<file path="src/rtl/radio_frame_deframer_checksum_defines.svh">
// Assertion macros shared by the deframer RTL files.
// Included by the modules that check their own logic; no other dependencies.
`ifndef RADIO_FRAME_DEFRAMER_CHECKSUM_DEFINES_SVH
`define RADIO_FRAME_DEFRAMER_CHECKSUM_DEFINES_SVH

// Same-cycle implication, checked outside reset.
`define RFDC_ASSERT_NOW(lbl, ante, cons, msg) \
    lbl: assert property (@(posedge clk) disable iff (!rst_n) (ante) |-> (cons)) \
        else $error(msg);

// Next-cycle implication, checked outside reset.
`define RFDC_ASSERT_NEXT(lbl, ante, cons, msg) \
    lbl: assert property (@(posedge clk) disable iff (!rst_n) (ante) |=> (cons)) \
        else $error(msg);

`endif

</file>
<file path="src/rtl/rfdc_pkg.sv">
// Shared types, constants and helper functions of the frame deframer.
// No dependencies; imported by every deframer module.
`default_nettype none

package rfdc_pkg;

    localparam int MAX_FRAME   = 61;
    localparam int HDR_LEN     = 5;
    localparam int LEN_W       = 6;
    localparam int LEN_MAX     = (1 << LEN_W) - 1;
    localparam int PAYLOAD_CAP = (MAX_FRAME <= HDR_LEN) ? 0 :
                                 ((MAX_FRAME - HDR_LEN > LEN_MAX) ? LEN_MAX :
                                  (MAX_FRAME - HDR_LEN));

    localparam int QUEUE_DEPTH = 4;
    localparam int QUEUE_AW    = $clog2(QUEUE_DEPTH);

    localparam logic       KIND_PASS   = 1'b0;
    localparam logic       KIND_STATUS = 1'b1;

    localparam logic [1:0] ERR_OK    = 2'd0;
    localparam logic [1:0] ERR_SHORT = 2'd1;
    localparam logic [1:0] ERR_CKSUM = 2'd2;

    typedef enum logic [1:0] {
        OP_PASS        = 2'd0,
        OP_STATUS      = 2'd1,
        OP_PASS_STATUS = 2'd2
    } op_t;

    typedef struct packed {
        op_t              op;
        logic [7:0]       data;
        logic [7:0]       dest;
        logic [7:0]       sender;
        logic [7:0]       command;
        logic [LEN_W-1:0] total;
        logic [1:0]       err;
    } cmd_t;

    typedef struct packed {
        logic             kind;
        logic [7:0]       payload_byte;
        logic [7:0]       dest_addr;
        logic [7:0]       sender_addr;
        logic [7:0]       frame_command;
        logic [LEN_W-1:0] payload_len;
        logic [1:0]       error_code;
        logic             last;
    } result_t;

    function automatic result_t pass_word(input logic [7:0] b, input logic lst);
        result_t w;
        w               = '0;
        w.kind          = KIND_PASS;
        w.payload_byte  = b;
        w.last          = lst;
        return w;
    endfunction

    function automatic result_t status_word(input cmd_t c);
        result_t w;
        w               = '0;
        w.kind          = KIND_STATUS;
        w.dest_addr     = c.dest;
        w.sender_addr   = c.sender;
        w.frame_command = c.command;
        w.payload_len   = c.total;
        w.error_code    = c.err;
        w.last          = 1'b1;
        return w;
    endfunction

endpackage

`default_nettype wire

</file>
<file path="src/rtl/rfdc_front.sv">
// Front end: parses frame words, tracks the header and checksum, and issues commands.
// Depends on rfdc_pkg and the shared assertion macro header.
`default_nettype none
`include "radio_frame_deframer_checksum_defines.svh"

module rfdc_front
(
    input  wire logic          clk,
    input  wire logic          rst_n,
    input  wire logic          accept,
    input  wire logic [7:0]    rx_byte,
    input  wire logic          frame_start,
    output      logic          q_push,
    output      rfdc_pkg::cmd_t q_data
);
    import rfdc_pkg::*;

    typedef enum logic [5:0] {
        PH_IDLE    = 6'b000001,
        PH_DEST    = 6'b000010,
        PH_SENDER  = 6'b000100,
        PH_CMD     = 6'b001000,
        PH_CKSUM   = 6'b010000,
        PH_PAYLOAD = 6'b100000
    } phase_t;

    localparam logic [7:0] HDR_LEN8 = 8'(HDR_LEN);
    localparam logic [7:0] CAP8     = 8'(PAYLOAD_CAP);

    phase_t           phase_reg, phase_next;
    logic [7:0]       dest_reg, dest_next;
    logic [7:0]       sender_reg, sender_next;
    logic [7:0]       command_reg, command_next;
    logic [7:0]       expected_reg, expected_next;
    logic [LEN_W-1:0] total_reg, total_next;
    logic [LEN_W-1:0] left_reg, left_next;
    logic [7:0]       sum_reg, sum_next;
    logic [7:0]       excess;
    logic [7:0]       clamped;
    logic [7:0]       sum_upd;
    logic [LEN_W-1:0] left_upd;

    always_comb
    begin
        excess   = rx_byte - HDR_LEN8;
        clamped  = (excess >= CAP8) ? CAP8 : excess;
        sum_upd  = sum_reg + rx_byte;
        left_upd = (left_reg != '0) ? left_reg - LEN_W'(1) : left_reg;

        phase_next    = phase_reg;
        dest_next     = dest_reg;
        sender_next   = sender_reg;
        command_next  = command_reg;
        expected_next = expected_reg;
        total_next    = total_reg;
        left_next     = left_reg;
        sum_next      = sum_reg;

        q_push         = 1'b0;
        q_data         = '0;
        q_data.op      = OP_PASS;
        q_data.data    = rx_byte;
        q_data.dest    = dest_reg;
        q_data.sender  = sender_reg;
        q_data.command = command_reg;
        q_data.total   = total_reg;
        q_data.err     = ERR_OK;

        if (accept)
        begin
            if (frame_start)
            begin
                total_next = (rx_byte > HDR_LEN8) ? clamped[LEN_W-1:0] : '0;
                left_next  = (rx_byte > HDR_LEN8) ? clamped[LEN_W-1:0] : '0;
                sum_next   = '0;
                phase_next = PH_DEST;
            end
            else
            begin
                unique case (phase_reg)
                    PH_IDLE:
                    begin
                        phase_next = PH_IDLE;
                    end
                    PH_DEST:
                    begin
                        dest_next  = rx_byte;
                        phase_next = PH_SENDER;
                    end
                    PH_SENDER:
                    begin
                        sender_next = rx_byte;
                        phase_next  = PH_CMD;
                    end
                    PH_CMD:
                    begin
                        command_next = rx_byte;
                        phase_next   = PH_CKSUM;
                    end
                    PH_CKSUM:
                    begin
                        expected_next = rx_byte;
                        if (total_reg == '0)
                        begin
                            q_push     = 1'b1;
                            q_data.op  = OP_STATUS;
                            q_data.err = ERR_SHORT;
                            phase_next = PH_IDLE;
                        end
                        else
                        begin
                            phase_next = PH_PAYLOAD;
                        end
                    end
                    PH_PAYLOAD:
                    begin
                        sum_next  = sum_upd;
                        left_next = left_upd;
                        q_push    = 1'b1;
                        if (left_upd != '0)
                        begin
                            q_data.op = OP_PASS;
                        end
                        else
                        begin
                            q_data.op  = OP_PASS_STATUS;
                            q_data.err = (sum_upd == expected_reg) ? ERR_OK : ERR_CKSUM;
                            phase_next = PH_IDLE;
                        end
                    end
                    default:
                    begin
                        phase_next = PH_IDLE;
                    end
                endcase
            end
        end
    end

    always_ff @(posedge clk or negedge rst_n)
    begin
        if (!rst_n)
        begin
            phase_reg    <= PH_IDLE;
            dest_reg     <= '0;
            sender_reg   <= '0;
            command_reg  <= '0;
            expected_reg <= '0;
            total_reg    <= '0;
            left_reg     <= '0;
            sum_reg      <= '0;
        end
        else
        begin
            phase_reg    <= phase_next;
            dest_reg     <= dest_next;
            sender_reg   <= sender_next;
            command_reg  <= command_next;
            expected_reg <= expected_next;
            total_reg    <= total_next;
            left_reg     <= left_next;
            sum_reg      <= sum_next;
        end
    end

    `RFDC_ASSERT_NOW(a_payload_has_bytes, phase_reg == PH_PAYLOAD, left_reg != '0, "payload phase with no bytes left")
    `RFDC_ASSERT_NOW(a_status_from_last, q_push && q_data.op == OP_PASS_STATUS, phase_reg == PH_PAYLOAD && left_reg == LEN_W'(1), "status issued before the last payload word")

endmodule

`default_nettype wire

</file>
<file path="src/rtl/rfdc_queue.sv">
// Short command queue between the parser and the result generator.
// Depends on rfdc_pkg and the shared assertion macro header.
`default_nettype none
`include "radio_frame_deframer_checksum_defines.svh"

module rfdc_queue
(
    input  wire logic           clk,
    input  wire logic           rst_n,
    input  wire logic           push,
    input  wire rfdc_pkg::cmd_t wr_data,
    output      logic           full,
    input  wire logic           pop,
    output      rfdc_pkg::cmd_t rd_data,
    output      logic           empty
);
    import rfdc_pkg::*;

    localparam logic [QUEUE_AW-1:0] LAST_IDX = QUEUE_AW'(QUEUE_DEPTH - 1);
    localparam logic [QUEUE_AW:0]   DEPTH_C  = (QUEUE_AW + 1)'(QUEUE_DEPTH);

    cmd_t                mem_reg [QUEUE_DEPTH];
    logic [QUEUE_AW-1:0] wr_ptr_reg, wr_ptr_next;
    logic [QUEUE_AW-1:0] rd_ptr_reg, rd_ptr_next;
    logic [QUEUE_AW:0]   count_reg, count_next;

    always_comb
    begin
        full    = (count_reg == DEPTH_C);
        empty   = (count_reg == '0);
        rd_data = mem_reg[rd_ptr_reg];

        wr_ptr_next = wr_ptr_reg;
        rd_ptr_next = rd_ptr_reg;
        count_next  = count_reg;
        if (push)
        begin
            wr_ptr_next = (wr_ptr_reg == LAST_IDX) ? '0 : wr_ptr_reg + QUEUE_AW'(1);
        end
        if (pop)
        begin
            rd_ptr_next = (rd_ptr_reg == LAST_IDX) ? '0 : rd_ptr_reg + QUEUE_AW'(1);
        end
        if (push && !pop)
        begin
            count_next = count_reg + (QUEUE_AW + 1)'(1);
        end
        else if (pop && !push)
        begin
            count_next = count_reg - (QUEUE_AW + 1)'(1);
        end
    end

    always_ff @(posedge clk)
    begin
        if (push)
        begin
            mem_reg[wr_ptr_reg] <= wr_data;
        end
    end

    always_ff @(posedge clk or negedge rst_n)
    begin
        if (!rst_n)
        begin
            wr_ptr_reg <= '0;
            rd_ptr_reg <= '0;
            count_reg  <= '0;
        end
        else
        begin
            wr_ptr_reg <= wr_ptr_next;
            rd_ptr_reg <= rd_ptr_next;
            count_reg  <= count_next;
        end
    end

    `RFDC_ASSERT_NOW(a_no_overflow, push, !full || pop, "command queue written while full")
    `RFDC_ASSERT_NOW(a_no_underflow, pop, !empty, "command queue read while empty")

endmodule

`default_nettype wire

</file>
<file path="src/rtl/rfdc_back.sv">
// Back end: expands queued commands into result words held in an output register.
// Depends on rfdc_pkg and the shared assertion macro header.
`default_nettype none
`include "radio_frame_deframer_checksum_defines.svh"

module rfdc_back
(
    input  wire logic              clk,
    input  wire logic              rst_n,
    input  wire rfdc_pkg::cmd_t    q_data,
    input  wire logic              q_empty,
    output      logic              q_pop,
    input  wire logic              pop,
    output      logic              empty,
    output      rfdc_pkg::result_t word
);
    import rfdc_pkg::*;

    logic    out_valid_reg, out_valid_next;
    logic    pend_reg, pend_next;
    result_t out_word_reg, out_word_next;
    cmd_t    hold_reg, hold_next;
    logic    load;

    always_comb
    begin
        load           = !out_valid_reg || pop;
        q_pop          = 1'b0;
        out_valid_next = out_valid_reg;
        pend_next      = pend_reg;
        out_word_next  = out_word_reg;
        hold_next      = hold_reg;

        if (load)
        begin
            if (pend_reg)
            begin
                out_word_next  = status_word(hold_reg);
                out_valid_next = 1'b1;
                pend_next      = 1'b0;
            end
            else if (!q_empty)
            begin
                q_pop          = 1'b1;
                out_valid_next = 1'b1;
                unique case (q_data.op)
                    OP_PASS:
                    begin
                        out_word_next = pass_word(q_data.data, 1'b1);
                    end
                    OP_STATUS:
                    begin
                        out_word_next = status_word(q_data);
                    end
                    OP_PASS_STATUS:
                    begin
                        out_word_next = pass_word(q_data.data, 1'b0);
                        hold_next     = q_data;
                        pend_next     = 1'b1;
                    end
                    default:
                    begin
                        out_valid_next = 1'b0;
                    end
                endcase
            end
            else
            begin
                out_valid_next = 1'b0;
            end
        end
    end

    always_ff @(posedge clk)
    begin
        out_word_reg <= out_word_next;
        hold_reg     <= hold_next;
    end

    always_ff @(posedge clk or negedge rst_n)
    begin
        if (!rst_n)
        begin
            out_valid_reg <= 1'b0;
            pend_reg      <= 1'b0;
        end
        else
        begin
            out_valid_reg <= out_valid_next;
            pend_reg      <= pend_next;
        end
    end

    assign empty = !out_valid_reg;
    assign word  = out_word_reg;

    `RFDC_ASSERT_NOW(a_pend_behind_word, pend_reg, out_valid_reg && !out_word_reg.last, "pending status without its payload word")
    `RFDC_ASSERT_NEXT(a_status_follows, out_valid_reg && pop && out_word_reg.kind == KIND_PASS && !out_word_reg.last, out_valid_reg && out_word_reg.kind == KIND_STATUS && out_word_reg.last, "status word did not follow the last payload word")

endmodule

`default_nettype wire

</file>
<file path="src/rtl/radio_frame_deframer_checksum.sv">
// Path: a result word is written into the command queue and then into the output register of the result stage.
// Throughput: one byte per cycle while full is low; the last payload byte of a frame yields two words,
// which the result stage delivers one after the other from a four-entry command queue.
// Reset: rst_n clears the parser, the command queue and the result stage asynchronously;
// the parser then waits for a frame start and the result side reads empty.
// Top level: instantiates rfdc_front, rfdc_queue and rfdc_back; uses rfdc_pkg.
`default_nettype none

module radio_frame_deframer_checksum
(
    input  wire logic                       clk,
    input  wire logic                       rst_n,
    input  wire logic                       push,
    output      logic                       full,
    input  wire logic [7:0]                 rx_byte,
    input  wire logic                       frame_start,
    output      logic                       empty,
    input  wire logic                       pop,
    output      logic                       kind,
    output      logic [7:0]                 payload_byte,
    output      logic [7:0]                 dest_addr,
    output      logic [7:0]                 sender_addr,
    output      logic [7:0]                 frame_command,
    output      logic [rfdc_pkg::LEN_W-1:0] payload_len,
    output      logic [1:0]                 error_code,
    output      logic                       last
);
    import rfdc_pkg::*;

    logic    accept;
    logic    q_push;
    logic    q_pop;
    logic    q_full;
    logic    q_empty;
    cmd_t    q_wr;
    cmd_t    q_rd;
    result_t word;

    assign full   = q_full;
    assign accept = push && !q_full;

    rfdc_front u_front
    (
        .clk         (clk),
        .rst_n       (rst_n),
        .accept      (accept),
        .rx_byte     (rx_byte),
        .frame_start (frame_start),
        .q_push      (q_push),
        .q_data      (q_wr)
    );

    rfdc_queue u_queue
    (
        .clk     (clk),
        .rst_n   (rst_n),
        .push    (q_push),
        .wr_data (q_wr),
        .full    (q_full),
        .pop     (q_pop),
        .rd_data (q_rd),
        .empty   (q_empty)
    );

    rfdc_back u_back
    (
        .clk     (clk),
        .rst_n   (rst_n),
        .q_data  (q_rd),
        .q_empty (q_empty),
        .q_pop   (q_pop),
        .pop     (pop),
        .empty   (empty),
        .word    (word)
    );

    assign kind          = word.kind;
    assign payload_byte  = word.payload_byte;
    assign dest_addr     = word.dest_addr;
    assign sender_addr   = word.sender_addr;
    assign frame_command = word.frame_command;
    assign payload_len   = word.payload_len;
    assign error_code    = word.error_code;
    assign last          = word.last;

endmodule

`default_nettype wire

</file>
<file path="config.mk">
export PLATFORM = sky130hd
export DESIGN_NAME = radio_frame_deframer_checksum
export DESIGN_NICKNAME = d
export VERILOG_FILES = /design/src/rtl/rfdc_pkg.sv /design/src/rtl/rfdc_front.sv /design/src/rtl/rfdc_queue.sv /design/src/rtl/rfdc_back.sv /design/src/rtl/radio_frame_deframer_checksum.sv
export VERILOG_INCLUDE_DIRS = /design/src /design/src/rtl
export SDC_FILE = /design/constraint.sdc
export NUM_CORES = 1
export LEC_CHECK = 0
export ABC_AREA = 1
export BUFFER_PORTS_ARGS = -buffer_cell sky130_fd_sc_hd__buf_2
export CORE_AREA = 2 2 145 147
export CTS_BUF_LIST = sky130_fd_sc_hd__clkbuf_4 sky130_fd_sc_hd__clkbuf_8
export DETAILED_ROUTE_END_ITERATION = 10
export DIE_AREA = 0 0 147 149
export PLACE_DENSITY = 0.81
export SLEW_MARGIN = 20
export SYNTH_ARGS = -nofsm -noshare
export SYNTH_HDL_FRONTEND = slang
export SYNTH_SLANG_ARGS = --single-unit
</file>
<file path="constraint.sdc">
create_clock -name clk -period 5.3 [get_ports clk]
set_clock_uncertainty 0.05 [all_clocks]
set_input_delay 1.06 -clock clk [delete_from_list [all_inputs] [get_ports clk]]
set_output_delay 1.06 -clock clk [all_outputs]
set_load 0.05 [all_outputs]
</file>
==> results.py <==
metrics = {
    "synthesis": {
        "synth_async_sr_flop_share_pct": 22.0,
        "synth_common_cells": "edfxtp_1 (238), nand2_1 (170), nor2_1 (130), o21ai_0 (97), dfrtp_1 (66)",
        "ys_seq_elements": 305,
        "post_synth_xor_area_fraction_pct": 0.482,
        "synthMuxAreaShare_pct": 0.0884,
        "synthSimpleGateAreaFrac_pct": 13.5,
        "synth_fa_ha_area_share_pct": 2.57,
        "synth_area_leader_cell": "edfxtp_1",
        "yosysSeqAreaShare_pct": 69.3,
        "netlist_area_um2": 12700,
        "synth_ff_type": "edfxtp_1",
        "ys_top_cells_by_area": "edfxtp_1 (56%), dfrtp_1 (13%), nand2_1 (5.0%)",
        "synth.avg_cell_area_um2": 12.1,
        "yosysMostFrequentCell": "edfxtp_1",
        "synth_top_family_by_area": "simple AND/OR/NAND/NOR gates",
        "synthCells": 1048,
        "synth_compound_area_share_pct": 10.3,
        "synth.top_cell.area_share_pct": 56.1,
        "syn_nets": 1086,
        "synth_warnings": 0,
        "synthDistinctLibCells": 46,
        "synth_edf_count": 238,
    },
    "global_routing": {
        "grt_max_degree": 85,
        "track_usage_pct": 24.0,
        "grt_pass1_vias": 8109,
        "grt_pass1_wl_mm": 41.2,
        "overflow": 0,
        "antenna_found_initial": 0,
    },
    "die": {
        "io_pins": 57,
        "rows": 53,
        "die_y_um": 149,
        "die_w_um": 147,
        "initial_utilization_pct": 61.9,
        "core-area_um2": 20600,
        "dieArea_um2": 21900,
    },
    "timing": {
        "report.final.slew_viol_count": 0,
        "tns_ns": 0,
        "tightestPinTransition_ns": 0.949,
        "finalCriticalPeriod_ns": 3.72,
        "timing.slew.headroom_pct": 36.7,
        "rsz0062_at_grt": "no",
        "post-route-period-util_pct": 70.1,
        "finalHoldViolations": 0,
        "setup_slack_ns": 1.58,
        "clock.fmax_mhz": 269,
        "finalSetupViolations": 0,
    },
    "critical_path": {
        "slowest_delay_ns": 0.68,
        "critPathBufInv": 3,
        "crit_family": "buffers and inverters",
        "worstSetupPathType": "flip-flop to flip-flop",
        "cp_slowest_cell": "a32oi_1",
        "start_kind": "flip-flop",
        "required_ns": 5.53,
        "cpMostUsedCell": "nand2_1",
        "arrival_ns": 3.94,
        "crit_fanout": 84,
        "end_kind": "flip-flop",
        "crit_chain": "buf_4, nand2_1, a32oi_1, inv_1, ha_1, buf_4, nand2_1, nand2_1, a21oi_1",
    },
    "route": {
        "wirelength_mm": 25.5,
        "num_vias": 8255,
        "ant_nets": 0,
        "remaining_drc_errors": 0,
        "firstDrtPassIters": 5,
        "wl_per_cell_um": 17.8,
        "drt_iter0_drc": 680,
        "avgViaCountPerCell": 5.75,
    },
    "clock_tree": {
        "clock_path_buffers": 3,
        "cts_root_buf": "clkbuf_8",
        "cts_max_level": 2,
        "cts_buffers": 46,
        "cts_tree": "built",
        "postCtsSetupBuffers": 0,
        "clock_latency_ns": 0.56,
        "cts_num_sinks": 305,
        "cts_hold_buf": 0,
        "cts_resized": 0,
        "clk_pin_slew_ns": 0.06,
    },
    "job": {
        "cap_viol_max_count": 0,
    },
    "outcome": {
        "status": "complete, no violations",
    },
    "finish": {
        "fillers": 1366,
        "area_growth_pct": 12.4,
        "fin_nets": 1161,
        "drive_gt1_share_pct": 17.2,
        "antenna_cells": 0,
        "largest_reg_flops": 164,
    },
    "power": {
        "p_per_area_nw_per_um2": 581,
        "p_leak_nw": 5.63,
        "ir_drop_uv": 255,
    },
    "placed_design": {
        "routabilityCongestion": 0.829,
        "place_ws_ns": 1.68,
        "port_buffers": 56,
        "place_hpwl_mm": 16.0,
    },
    "min_path": {
        "hp-class": "flip-flop to flip-flop",
    },
}
[routing by layer]
layer  track usage, %  wire length (um)
met1             31.7             10500
met2             39.8             12400
met3             5.41              1970
met4             9.04               591
met5                0                 0
[through the flow]
step	utilization, %	total power (W)	area [um2]	instances	hold WS (ns)
finish	69.6	0.00831	14300	1435	0.443
detailed placement	64.7	0.00630	13300	1350	0.434
CTS	69.6	0.00834	14300	1435	0.443
global route	69.6	0.00875	14300	1435	0.465
floorplan	-	0.00558	12700	1048	0.407
global placement	64.7	0.00621	13300	1350	0.423
[where the power goes]
group	total, W	switching [W]	internal (W)
combinational	0.00271	0.00202	0.000686
clock	0.00204	0.000871	0.00117
sequential	0.00357	0.000265	0.00330
total	0.00831	0.00316	0.00516
[worst paths after layout]
kind,end,start,slack (ns),depth (start not counted)
max,u_back.word[36],u_queue.rd_ptr_reg[0],1.58,9
min,u_front.phase_reg[0],u_front.phase_reg[0],0.44,2
max reg2reg,u_back.word[36],u_queue.rd_ptr_reg[0],1.58,9
min reg2reg,u_front.phase_reg[0],u_front.phase_reg[0],0.44,2
max in group asynchronous,u_front.dest_reg[2],rst_n,3.63,2
min in group asynchronous,u_front.sum_reg[1],rst_n,0.59,1
[cells by family after synthesis]
| logic type | after synthesis |
|---|---|
| AO/OA/AOI/OAI | 217 |
| XOR/XNOR | 7 |
| adder cells (fa/ha/maj) | 25 |
| buffers and inverters | 115 |
| flip-flops | 305 |
| multiplexers | 1 |
| AND/OR/NAND/NOR | 378 |
[cell type report]
type / count / area, um2 / share of cell area (%)
Tap cell: 275 / 344 / 2.40
Sequential cell: 305 / 8830 / 61.7
Clock buffer: 71 / 883 / 6.17
Multi-Input combinational cell: 628 / 3480 / 24.3
Timing Repair Buffer: 69 / 378 / 2.64
Clock inverter: 14 / 124 / 0.865
Inverter: 73 / 284 / 1.98
[worst reg2reg max path: cells and delay by family (launching register included)]
family	cells	cell delay [ns]
AND/OR/NAND/NOR	3	0.60
AO/OA/AOI/OAI	2	0.80
buffers and inverters	3	1.12
adder cells (fa/ha/maj)	1	0.53
flip-flops	1	0.37
[layout by cell type, fill, tap and decap left out, drive strengths merged, types with 31 or more instances in the layout]
cell / Yosys / final
buf: 23 / 69
nand2: 177 / 177
nand3: 41 / 41
dfrtp: 66 / 66
o21ai: 131 / 131
clkbuf: 19 / 71
o22ai: 31 / 31
edfxtp: 238 / 238
inv: 73 / 75
nor2: 142 / 142
(Power assumes the default switching activity.)
